`config.mk`:
```
export PLATFORM = sky130hd
export DESIGN_NAME = qspid_ctrl
export DESIGN_NICKNAME = d
export VERILOG_FILES = /design/src/hw/rtl/qspid_pkg.sv /design/src/hw/rtl/qspid_ctrl.sv
export SDC_FILE = /design/constraint.sdc
export NUM_CORES = 1
export LEC_CHECK = 0
export ABC_CLOCK_PERIOD_IN_PS = 1700
export BUFFER_PORTS_ARGS = -buffer_cell sky130_fd_sc_hd__clkbuf_2
export CAP_MARGIN = 20
export CELL_PAD_IN_SITES_DETAIL_PLACEMENT = 0
export CELL_PAD_IN_SITES_GLOBAL_PLACEMENT = 1
export CORE_AREA = 2 2 39 41
export CTS_CLUSTER_DIAMETER = 120
export DETAILED_ROUTE_END_ITERATION = 8
export DIE_AREA = 0 0 41 43
export PLACE_DENSITY_LB_ADDON = 0.1
export SETUP_SLACK_MARGIN = 0.2
export SLEW_MARGIN = 25
export SYNTH_ARGS = -nofsm -noshare
export SYNTH_HDL_FRONTEND = slang
export SYNTH_SLANG_ARGS = --single-unit
```
`constraint.sdc`:
```
create_clock -name i_clk -period 1.7 [get_ports i_clk]
set_input_delay 0.34 -clock i_clk [delete_from_list [all_inputs] [get_ports i_clk]]
set_output_delay 0.34 -clock i_clk [all_outputs]
set_load 0.01 [all_outputs]
```
`src/hw/rtl/qspid_pkg.sv`:
```
// ----------------------------------------------------------------------------
// qspid_pkg
// Shared types and constants for the quadrature speed PID block.
// ----------------------------------------------------------------------------
`default_nettype none
package qspid_pkg;
    localparam int FRAC_BITS = 16;

    localparam logic [2:0] REG_DIR    = 3'd0;
    localparam logic [2:0] REG_DIST   = 3'd1;
    localparam logic [2:0] REG_PERIOD = 3'd2;
    localparam logic [2:0] REG_SETPT  = 3'd3;
    localparam logic [2:0] REG_KP     = 3'd4;
    localparam logic [2:0] REG_KI     = 3'd5;
    localparam logic [2:0] REG_KD     = 3'd6;

    // datapath operations
    typedef enum logic [3:0] {
        OP_NONE,
        OP_SAMPLE,
        OP_DELTA,    // delta = count - baseline (wrapping), baseline <= count
        OP_MUL_DIST, // num = delta * dist
        OP_DIV_START,// begin num<<F / period
        OP_DIV_STEP, // one restoring step
        OP_SPEED,    // speed <= quotient, err
        OP_INTEG,    // num = err * period, integral increment
        OP_DERIV_NUM,// integral update, num = err - last_err
        OP_DERIV,    // deriv <= quotient
        OP_MUL_P,
        OP_MUL_I,
        OP_MUL_D,
        OP_DRIVE
    } t_op;

    typedef struct packed {
        t_op op;
    } t_cmd;

    typedef struct packed {
        logic div_done;
    } t_stat;

    function automatic logic signed [63:0] sat32(input logic signed [65:0] v);
        if (v > 66'sd2147483647) return 64'sd2147483647;
        if (v < -66'sd2147483648) return -64'sd2147483648;
        return v[63:0];
    endfunction
endpackage
`default_nettype wire

```
`src/hw/rtl/qspid_ctrl.sv`:
```
// ----------------------------------------------------------------------------
// qspid_ctrl
// Sequencer: walks the datapath through one item.
// ----------------------------------------------------------------------------
`default_nettype none
module qspid_ctrl (
    input  wire                  i_clk,
    input  wire                  i_rst_n,
    input  wire                  i_start,
    input  wire                  i_tick,
    input  wire                  i_out_free,
    input  qspid_pkg::t_stat     i_stat,
    output qspid_pkg::t_cmd      o_cmd,
    output logic                 o_busy,
    output logic                 o_done
);
    typedef enum logic [3:0] {
        S_IDLE, S_DELTA, S_MUL, S_DIV1, S_DIVS1, S_SPEED, S_INTEG, S_DNUM,
        S_DIV2, S_DIVS2, S_DERIV, S_MP, S_MI, S_MD, S_DRIVE, S_OUT
    } t_state;

    t_state r_state;
    logic   r_done;

    always_ff @(posedge i_clk) begin
        if (!i_rst_n) begin
            r_state <= S_IDLE;
            r_done  <= 1'b0;
        end else begin
            r_done <= 1'b0;
            unique case (r_state)
                S_IDLE: begin
                    if (i_start) r_state <= i_tick ? S_DELTA : S_OUT;
                end
                S_DELTA: r_state <= S_MUL;
                S_MUL:   r_state <= S_DIV1;
                S_DIV1:  r_state <= S_DIVS1;
                S_DIVS1: if (i_stat.div_done) r_state <= S_SPEED;
                S_SPEED: r_state <= S_INTEG;
                S_INTEG: r_state <= S_DNUM;
                S_DNUM:  r_state <= S_DIV2;
                S_DIV2:  r_state <= S_DIVS2;
                S_DIVS2: if (i_stat.div_done) r_state <= S_DERIV;
                S_DERIV: r_state <= S_MP;
                S_MP:    r_state <= S_MI;
                S_MI:    r_state <= S_MD;
                S_MD:    r_state <= S_DRIVE;
                S_DRIVE: r_state <= S_OUT;
                S_OUT: begin
                    if (i_out_free) begin
                        r_state <= S_IDLE;
                        r_done  <= 1'b1;
                    end
                end
                default: r_state <= S_IDLE;
            endcase
        end
    end

    always_comb begin
        o_cmd.op = qspid_pkg::OP_NONE;
        unique case (r_state)
            S_IDLE:  o_cmd.op = (i_start && !i_tick) ? qspid_pkg::OP_SAMPLE
                                                    : qspid_pkg::OP_NONE;
            S_DELTA: o_cmd.op = qspid_pkg::OP_DELTA;
            S_MUL:   o_cmd.op = qspid_pkg::OP_MUL_DIST;
            S_DIV1, S_DIV2: o_cmd.op = qspid_pkg::OP_DIV_START;
            S_DIVS1, S_DIVS2: o_cmd.op = qspid_pkg::OP_DIV_STEP;
            S_SPEED: o_cmd.op = qspid_pkg::OP_SPEED;
            S_INTEG: o_cmd.op = qspid_pkg::OP_INTEG;
            S_DNUM:  o_cmd.op = qspid_pkg::OP_DERIV_NUM;
            S_DERIV: o_cmd.op = qspid_pkg::OP_DERIV;
            S_MP:    o_cmd.op = qspid_pkg::OP_MUL_P;
            S_MI:    o_cmd.op = qspid_pkg::OP_MUL_I;
            S_MD:    o_cmd.op = qspid_pkg::OP_MUL_D;
            S_DRIVE: o_cmd.op = qspid_pkg::OP_DRIVE;
            default: o_cmd.op = qspid_pkg::OP_NONE;
        endcase
    end

    assign o_busy = (r_state != S_IDLE);
    assign o_done = r_done;

    a_div_wait: assert property (@(posedge i_clk) disable iff (!i_rst_n)
        (r_state == S_DIV1) |=> (r_state == S_DIVS1))
        else $error("divide start not followed by steps");
    a_out_hold: assert property (@(posedge i_clk) disable iff (!i_rst_n)
        (r_state == S_OUT && !i_out_free) |=> (r_state == S_OUT))
        else $error("left output wait while result pending");
    a_done_idle: assert property (@(posedge i_clk) disable iff (!i_rst_n)
        r_done |-> (r_state == S_IDLE))
        else $error("done outside idle");
endmodule
`default_nettype wire

```
==> results of run 1 <==
per-stage QoR:
stage,utilization [%],hold slack [ps]
finish,48.0,356
floorplan,-,478
global route,48.0,373
global placement,34.6,628
detailed placement,34.6,617
CTS,45.3,357
cells in the mapped netlist:
cell type | instances | share of area (%)
mux2i_1 | 1 | 2.5
buf_2 | 3 | 3.8
a21oi_1 | 3 | 3.8
and2_1 | 2 | 3.2
a211oi_1 | 2 | 3.8
o21a_1 | 1 | 1.9
o211a_1 | 1 | 2.5
o21ai_0 | 4 | 5.1
a211oi_2 | 1 | 3.2
nor3b_1 | 1 | 1.9
nor2b_1 | 1 | 1.6
or4b_1 | 1 | 2.5
or2_2 | 1 | 1.6
nor4_1 | 1 | 1.6
nand3b_1 | 3 | 5.7
nor2_1 | 1 | 0.95
nor3_1 | 1 | 1.3
nand3_1 | 2 | 2.5
inv_1 | 5 | 4.8
nand2_1 | 4 | 3.8
o221ai_1 | 1 | 2.2
clkbuf_1 | 1 | 0.95
a32o_1 | 1 | 2.5
a221oi_1 | 1 | 2.2
or4b_2 | 1 | 2.5
dfxtp_1 | 5 | 25
o211ai_1 | 3 | 5.7
layout make-up:
class                           instances  area [um^2]
Tap cell                               16         20.0
Clock buffer                            4         26.3
Fill cell                             147          719
Timing Repair Buffer                   26          189
Inverter                                5         18.8
Multi-Input combinational cell         38          295
Sequential cell                         5          115
power by group:
group | leakage [nW] | total, W | internal (W) | switching, W
clock | 0.0150 | 0.000134 | 0.0000885 | 0.0000450
sequential | 0.0437 | 0.000186 | 0.000145 | 0.0000405
combinational | 0.227 | 0.000427 | 0.000244 | 0.000183
total | 0.286 | 0.000747 | 0.000478 | 0.000269
kinds of logic after synthesis:
family / share of synthesized area (%)
AOI/OAI and AO/OA: 33.1
buffers and inverters: 9.55
DFF: 25.5
muxes: 2.55
and+or+nand+nor: 29.3
placed cells by master, fill, tap and decap left out, drive strengths merged, types with 2 or more instances in the layout:
cell type  netlist  final
nand2            4      4
nand3            2      2
a211oi           3      3
and2             2      2
inv              5      5
a21oi            3      3
buf              3     19
or4b             2      2
clkbuf           1     11
o211ai           3      3
dfxtp            5      5
nand3b           3      3
o21ai            4      4
registers in the layout (all words and copies together) (netlist names):
signal	flops
o_done	1
r_state	4
worst max-delay path: cells and delay by family, from the launching register on:
family,cells,cell delay (ps)
DFF,1,350
buffers and inverters,1,160
AOI/OAI and AO/OA,1,100
and+or+nand+nor,2,400
how the worst min path moves through the flow:
stage                from         end  slack (ps)
3_3_place_gp      i_rst_n  r_state[3]         630
3_5_place_dp   i_out_free      o_done         620
4_1_cts           i_rst_n  r_state[3]         360
5_1_grt        i_out_free      o_done         370
2_1_floorplan     i_rst_n  r_state[3]         480
6_report          i_rst_n  r_state[3]         360
routing by layer:
| layer | part of all wire [%] | GRT usage, % | wire length, um |
|---|---|---|---|
| met4 | 0 | 0 | 0 |
| met5 | 0 | 0 | 0 |
| met2 | 49 | 25.9 | 572 |
| met3 | 3.9 | 7.85 | 46 |
| met1 | 47 | 19.6 | 553 |
repair_timing:
item	4_1_cts	5_1_grt
pin swaps	3	5
setup buffers	10	1
endpoints found under the setup margin	6	6
resized for setup	18	11
==> impl_metrics.csv, run 1 <==
group,metric,value,unit
synthesis,syn_area_per_cell,7.56,um^2
power_and_ir_drop,total_leakage_power,0.286,nW
clock_tree,cts_tree,"built",
cells_and_area,post-route-cell-area,664,um^2
worst_setup_path,r2r_start,"r_state[2]",
cells_and_area,diodes,0,
grt,grt.overflow.total,0,
run_status,status,"finished clean",
worst_setup_path,worstSetupStartpoint,"r_state[0]",
sta,fin_crit_sh,94.0,%
worst_setup_path,critPathCapture,"o_cmd[0]",
floorplan,io_pins,12,
grt,grt_pass1_wl,1930,um
cells_and_area,area_growth,69.1,%
synthesis,syn-cell-area,393,um^2
floorplan,chipHeight,43,um
clock_tree,clockRootBuffer,"clkbuf_4",
floorplan,core-area,1380,um^2
sta,setup_ws,102,ps
grt,grt_pass1_vias,470,
worst_setup_path,reg2reg_slack,270,ps
sta,setup_viol,0,
detailed_routing,drt_wl_total,1170,um
detailed_routing,drtIter0Drc,7,
grt,grtUsageTotal,16.0,%
synthesis,synth_cell_types,27,
synthesis,syn_inst,52,
clock_tree,cts_buffers,3,
floorplan,initial_utilization,28.4,%
sta,grt_setup_unrepaired,"true",
detailed_routing,num_vias,475,
synthesis,yosys_warnings,0,
sta,fin_crit,1600,ps
placement,dp.cells,79,
sta,slew_headroom,83.5,%
power_and_ir_drop,power.total,0.000747,W
power_and_ir_drop,vdd_drop_max,0.506,mV
floorplan,rows,14,
grt,grt_max_degree,10,
sta,fin_setup_tns,0,ps
detailed_routing,ant_nets,0,
sta,skew,3.32,ps
power_and_ir_drop,p_per_area,1120,nW/um^2
worst_setup_path,crit_type,"flop to primary output",
cells_and_area,drive_above_1_share,53.8,%
floorplan,dieArea,1760,um^2
cells_and_area,layout.nets,85,
cells_and_area,fin_cells,94,
sta,hold_viol,0,
detailed_routing,avgRoutedWirePerCell,12.5,um
placement,io_buffers,11,
worst_setup_path,required,1360,ps
clock_tree,clockBufferDepth,2,
sta,fmax,626,MHz
worst_setup_path,crit_slowest_cell,"dfxtp_4",
worst_setup_path,cp_max_fo,3,
worst_setup_path,end_kind,"primary output",
sta,worst_pin_slew,248,ps
placement,gp_congestion,0.751,
clock_tree,numClockSinks,5,
worst_setup_path,r2r_cells,4,
detailed_routing,drt_drc_violations_left,0,
sta,finalMaxSlewViolations,0,
detailed_routing,viasPerCell,5.05,
flow_run,maxCapViolCount,0,
placement,dp_hpwl,722,um
clock_tree,cts.htree.levels,1,
synthesis,syn_nets,58,
synthesis,synth-seq-cells,5,
worst_setup_path,critPathLaunchType,"flop",
placement,place_area,479,um^2
hold_path,min_path_type,"input pin to flop",
clock_tree,clk_latency,240,ps
worst_setup_path,arrival,1260,ps
worst_setup_path,cpPeakStageDelay,350,ps
placement,pre_cts_ws,129,ps
worst_setup_path,crit_chain,"nor4_4 -> nand2_1 -> o211ai_1 -> buf_2",
synthesis,ys_seq_area_share,25.5,%
clock_tree,clkSlewWorstSetupHoldPaths,40,ps
clock_tree,ctsHoldBuffers,0,
detailed_routing,drtPass1Iterations,3,
hold_path,min_path_cells,3,
grt,antenna_found_initial,0,
floorplan,die_x,41,um
worst_setup_path,r2r-end,"r_state[0]",
Power figures use the tool's default switching activity.
==> inputs of run 2 (changes only) <==
--- a/config.mk
+++ b/config.mk
@@ -11,6 +11,7 @@
 export CELL_PAD_IN_SITES_DETAIL_PLACEMENT = 0
 export CELL_PAD_IN_SITES_GLOBAL_PLACEMENT = 1
 export CORE_AREA = 2 2 39 41
+export CTS_BUF_LIST = sky130_fd_sc_hd__clkbuf_16
 export CTS_CLUSTER_DIAMETER = 120
 export DETAILED_ROUTE_END_ITERATION = 8
 export DIE_AREA = 0 0 41 43
==> run 2 against run 1 <==
  * Final area rose by 7.3%
  * Wire length rose by 6.8%
  * Sequential share of layout area fell by 1.2 points
  * Global-route usage fell by 1.1 points
  * Non-clock buffer count did not move
  * Clock power rose to 2.8 times the previous value
  * Die area did not move
  * Critical endpoint unchanged
  * Largest power group unchanged
  * Highest routed layer unchanged
==> impl_metrics.csv, run 2 (synthesis results as in run 1) <==
group,metric,value,unit
worst_setup_path,end_kind,"primary output",
cells_and_area,mostFrequentLayoutCells,"11 x buf_4, 8 x clkbuf_2, 5 x inv_1, 5 x buf_6",
clock_tree,cts.htree.levels,1,
grt,grt_pass1_vias,429,
power_and_ir_drop,power_frac_seq,19.1,%
clock_tree,numClockSinks,5,
sta,fin_setup_tns,0,ps
worst_setup_path,required,1360,ps
grt,grtUsageTotal,14.9,%
floorplan,core-area,1380,um^2
power_and_ir_drop,combPwrFrac,43.2,%
grt,grt.busiest_layer,"met2",
worst_setup_path,reg2reg_slack,230,ps
sta,setup_viol,0,
worst_setup_path,r2r_cells,4,
clock_tree,cts_buffers,3,
sta,worst_pin_slew,243,ps
detailed_routing,avgRoutedWirePerCell,13.3,um
placement,io_buffers,11,
sta,skew,2.80,ps
detailed_routing,drt_wl_total,1250,um
hold_path,hp-start,"i_rst_n",
floorplan,chipHeight,43,um
cells_and_area,post-route-cell-area,713,um^2
cells_and_area,mostFrequentLayoutCell,"buf_4",
clock_tree,clk_latency,220,ps
sta,finalMaxSlewViolations,0,
floorplan,dieArea,1760,um^2
power_and_ir_drop,total_leakage_power,0.311,nW
grt,met1_usage,18.7,%
clock_tree,clockBufferDepth,2,
worst_setup_path,critPathLaunchType,"flop",
cells_and_area,nFillCells,143,
placement,place_area,479,um^2
sta,setup_ws,92.1,ps
cells_and_area,utilization,51.5,%
cells_and_area,layout.nets,85,
grt,grt_pass1_wl,1760,um
power_and_ir_drop,switching_power,0.000300,W
placement,pre_cts_ws,129,ps
power_and_ir_drop,p_per_area,1390,nW/um^2
worst_setup_path,r2r_start,"r_state[1]",
floorplan,initial_utilization,28.4,%
hold_path,hold_path_end,"r_state[3]",
clock_tree,clockRootBuffer,"clkbuf_16",
sta,fin_crit,1610,ps
detailed_routing,viasPerCell,5.21,
sta,fmax,622,MHz
worst_setup_path,cp_max_fo,3,
detailed_routing,drtIter0Drc,10,
grt,grtUsageMet3,7.85,%
sta,grt_setup_unrepaired,"true",
hold_path,min_path_type,"input pin to flop",
worst_setup_path,crit_type,"flop to primary output",
cells_and_area,area_growth,81.5,%
placement,gp_congestion,0.751,
grt,grt_max_degree,15,
grt,use_met2,21.6,%
placement,dp_hpwl,722,um
sta,slew_headroom,83.8,%
grt,antenna_found_initial,0,
run_status,status,"finished clean",
hold_path,min_path_cells,3,
floorplan,io_pins,12,
detailed_routing,drt_drc_violations_left,0,
detailed_routing,ant_nets,0,
power_and_ir_drop,switching_share,30.2,%
cells_and_area,top_register,"r_state",
detailed_routing,num_vias,490,
grt,grt.overflow.total,0,
floorplan,rows,14,
cells_and_area,diodes,0,
power_and_ir_drop,power.total,0.000993,W
clock_tree,cts_tree,"built",
flow_run,maxCapViolCount,0,
clock_tree,clkSlewWorstSetupHoldPaths,30,ps
power_and_ir_drop,vdd_drop_max,0.842,mV
sta,fin_crit_sh,94.6,%
power_and_ir_drop,internal-power,0.000693,W
sta,hold_viol,0,
floorplan,die_x,41,um
cells_and_area,largest_reg_flops,4,
cells_and_area,drive_above_1_share,53.8,%
worst_setup_path,r2r-end,"r_state[0]",
power_and_ir_drop,clkPwrFrac,37.7,%
detailed_routing,drtPass1Iterations,4,
worst_setup_path,arrival,1270,ps
## run 2: cell types whose count changed in the layout (fill, tap and decap cells not counted), sizes merged
| cell | before | now |
|---|---|---|
| inv | 5 | 6 |
| buf | 19 | 18 |
## run 2: worst max-delay path by stage
stage	from	end	slack, ps
after floorplan	r_state[0]	o_cmd[0]	360
after detailed placement	r_state[3]	o_cmd[0]	130
after global placement	r_state[3]	o_cmd[0]	110
after CTS	r_state[0]	o_cmd[0]	110
after global routing	r_state[0]	o_cmd[0]	40
final	r_state[0]	o_cmd[0]	90
## run 2: repair_timing
item,4_1_cts,5_1_grt
pin swaps,1,4
setup buffers,5,6
setup endpoints to repair,6,6
hold buffers,0,0
gates resized for setup,15,15
## run 2: area by class of cell
class                           count  area [um^2]  area share, %
Clock buffer                        3         75.1           10.5
Clock inverter                      1         3.75          0.526
Inverter                            5         18.8           2.63
Multi-Input combinational cell     38          292           40.9
Sequential cell                     5          115           16.1
Tap cell                           16         20.0           2.81
Timing Repair Buffer               26          189           26.5
## run 2: power by group through the flow
stage	Sequential, W	Clock (W)	Combinational, W
after floorplan	0.000154	0	0.000199
after global placement	0.000181	0	0.000282
after detailed placement	0.000181	0	0.000276
after CTS	0.000195	0.000381	0.000337
after global routing	0.000192	0.000401	0.000465
final	0.000189	0.000375	0.000429
## run 2: per-stage QoR
stage / std cells / hold slack [ps]
detailed placement: 79 / 617
global route: 94 / 403
finish: 94 / 378
floorplan: 52 / 478
global placement: 79 / 628
CTS: 88 / 382
## run 2: routing by layer
layer / routed length [um] / vias up / share of wire [%]
met3: 72 / 0 / 5.7
met2: 609 / 15 / 49
met5: 0 / - / 0
li1: - / 248 / -
met1: 571 / 227 / 46
met4: 0 / 0 / 0
## run 2: critical path, cell delays in order (launching register included)
cell and delay, ps:
dfxtp_4 350, nor4_4 290, nand2_1 130, o211ai_1 110
clkbuf_2 160
==> inputs of run 3 (changes only) <==
--- a/config.mk
+++ b/config.mk
@@ -5,7 +5,7 @@
 export SDC_FILE = /design/constraint.sdc
 export NUM_CORES = 1
 export LEC_CHECK = 0
-export ABC_CLOCK_PERIOD_IN_PS = 1700
+export ABC_CLOCK_PERIOD_IN_PS = 1960
 export BUFFER_PORTS_ARGS = -buffer_cell sky130_fd_sc_hd__clkbuf_2
 export CAP_MARGIN = 20
 export CELL_PAD_IN_SITES_DETAIL_PLACEMENT = 0
==> constraint.sdc (replaced) <==
create_clock -name i_clk -period 1.96 [get_ports i_clk]
set_input_delay 0.392 -clock i_clk [delete_from_list [all_inputs] [get_ports i_clk]]
set_output_delay 0.392 -clock i_clk [all_outputs]
set_load 0.01 [all_outputs]
==> run 3 against run 2 <==
  * First-iteration DRC count decreased by 30%
  * Critical endpoint is now o_cmd[2]
  * Non-clock buffer count shrank 12
  * Power decreased by 28%
  * Global-route usage fell by 1.6 points
  * Sequential power fell by 20%
  * Die area unchanged
  * Clock power shrank 13%
  * Via count decreased by 15%
  * Combinational power is 44% lower
  * Core utilization decreased by 10 points
  * Setup slack improved by 160 ps
==> impl_metrics.csv, run 3 (synthesis results as in run 1) <==
group,metric,value,unit
sta,setup_viol,0,
worst_setup_path,critPathBufInv,2,
hold_path,hp-start,"i_rst_n",
hold_path,min_path_type,"input pin to flop",
detailed_routing,num_vias,415,
cells_and_area,drive_above_1_share,36.4,%
cells_and_area,diodes,0,
worst_setup_path,critPathLaunchType,"flop",
cells_and_area,mostFrequentLayoutCell,"clkbuf_2",
worst_setup_path,end_kind,"primary output",
clock_tree,cts_tree,"built",
clock_tree,ctsHoldBuffers,0,
hold_path,min_path_cells,3,
worst_setup_path,cp_top_family,"flip-flops",
detailed_routing,viasPerCell,5.06,
cells_and_area,top_register,"r_state",
clock_tree,cts_buffers,3,
worst_setup_path,r2r_start,"r_state[1]",
sta,grt_setup_unrepaired,"true",
power_and_ir_drop,vdd_drop_max,0.840,mV
cells_and_area,fin_cells,82,
placement,io_buffers,11,
floorplan,initial_utilization,28.4,%
detailed_routing,avgRoutedWirePerCell,11.8,um
clock_tree,clockRootBuffer,"clkbuf_16",
worst_setup_path,r2r-end,"r_state[0]",
sta,finalMaxSlewViolations,0,
cells_and_area,layout.nets,73,
grt,grt_max_degree,16,
sta,worst_pin_slew,288,ps
grt,grt.overflow.total,0,
sta,hold_viol,0,
detailed_routing,drt_wl_total,968,um
placement,dp.cells,78,
worst_setup_path,required,1570,ps
worst_setup_path,worstSetupStartpoint,"r_state[3]",
sta,slew_headroom,80.6,%
worst_setup_path,crit_slowest_cell,"dfxtp_4",
cells_and_area,multi_input_area,267,um^2
power_and_ir_drop,p_per_area,1260,nW/um^2
placement,pre_cts_ws,322,ps
placement,dp_hpwl,667,um
grt,grt_pass1_vias,372,
worst_setup_path,cpPeakStageDelay,360,ps
power_and_ir_drop,power.total,0.000719,W
detailed_routing,drt_drc_violations_left,0,
run_status,status,"finished clean",
detailed_routing,drtPass1Iterations,4,
floorplan,chipHeight,43,um
cells_and_area,utilization,41.2,%
clock_tree,cts.htree.levels,1,
floorplan,rows,14,
clock_tree,clk_latency,230,ps
worst_setup_path,arrival,1320,ps
cells_and_area,nFillCells,164,
grt,grtUsageTotal,13.3,%
power_and_ir_drop,total_leakage_power,0.238,nW
clock_tree,clkSlewWorstSetupHoldPaths,30,ps
worst_setup_path,crit_chain,"buf_6 -> or2_2 -> o211ai_1 -> o21ai_0 -> clkbuf_2",
floorplan,io_pins,12,
placement,gp_congestion,0.720,
floorplan,dieArea,1760,um^2
worst_setup_path,reg2reg_slack,490,ps
cells_and_area,seq_area,105,um^2
sta,fin_setup_tns,0,ps
sta,skew,2.91,ps
detailed_routing,ant_nets,0,
cells_and_area,mostFrequentLayoutCells,"11 x clkbuf_2, 6 x inv_1, 4 x nand2_1, 4 x o21ai_0",
detailed_routing,drtIter0Drc,7,
cells_and_area,area_growth,45.2,%
grt,grt_pass1_wl,1570,um
sta,fin_crit_sh,87.2,%
flow_run,maxCapViolCount,0,
clock_tree,clockBufferDepth,2,
floorplan,core-area,1380,um^2
sta,fin_crit,1710,ps
clock_tree,numClockSinks,5,
sta,setup_ws,250,ps
worst_setup_path,cp_max_fo,8,
grt,antenna_found_initial,0,
floorplan,die_x,41,um
cells_and_area,largest_reg_flops,4,
hold_path,hold_path_end,"r_state[3]",
worst_setup_path,r2r_cells,4,
worst_setup_path,crit_type,"flop to primary output",
sta,fmax,585,MHz
[run 3: changes by cell type in the layout (fill, tap and decap cells not counted), sizes merged]
cell    previous run  this run
buf               18         3
clkbuf            11        14
[run 3: where the power goes]
part / internal (W) / switching (W)
clock network: 0.000264 / 0.0000637
registers: 0.000121 / 0.0000300
logic: 0.000114 / 0.000126
[run 3: how the worst max path moves through the flow]
stage	depth (start not counted)	slack, ps	to
finish	5	250	o_cmd[2]
global route	5	190	o_cmd[2]
CTS	5	220	o_cmd[2]
detailed placement	4	320	o_cmd[0]
global placement	4	350	o_cmd[0]
floorplan	3	570	o_cmd[0]
[run 3: worst min-delay path, delay by kind of cell]
family	cells	cell delay [ps]
AOI/OAI and AO/OA	2	100
buffers and inverters	1	90
[run 3: per-stage QoR]
stage | area (um^2) | hold WS, ps
4_1_cts | 559 | 397
3_3_place_gp | 472 | 638
5_1_grt | 571 | 414
3_5_place_dp | 472 | 615
2_1_floorplan | 393 | 530
6_report | 571 | 393
[run 3: routing by layer]
| metal | global-route usage (%) | vias to the layer above | share of wire, % |
|---|---|---|---|
| li1 | - | 221 | - |
| met1 | 18.1 | 180 | 49 |
| met2 | 18.1 | 14 | 44 |
| met3 | 6.28 | 0 | 7.2 |
| met4 | 4.00 | 0 | 0 |
| met5 | 0 | - | 0 |
[run 3: layout make-up]
type / instances / area share (%)
clock inverters: 1 / 0.658
inverters: 5 / 3.29
well taps: 16 / 3.51
multi-input cells: 38 / 46.7
clock buffers: 3 / 13.2
flip-flops and latches: 5 / 18.4
repair buffers: 14 / 14.3
[run 3: what timing repair did]
action | CTS | global route
setup buffers | 0 | 0
resized for setup | 3 | 3
endpoints found under the hold margin | 0 | 0
endpoints found under the setup margin | 3 | 3
cloned | 0 | 0
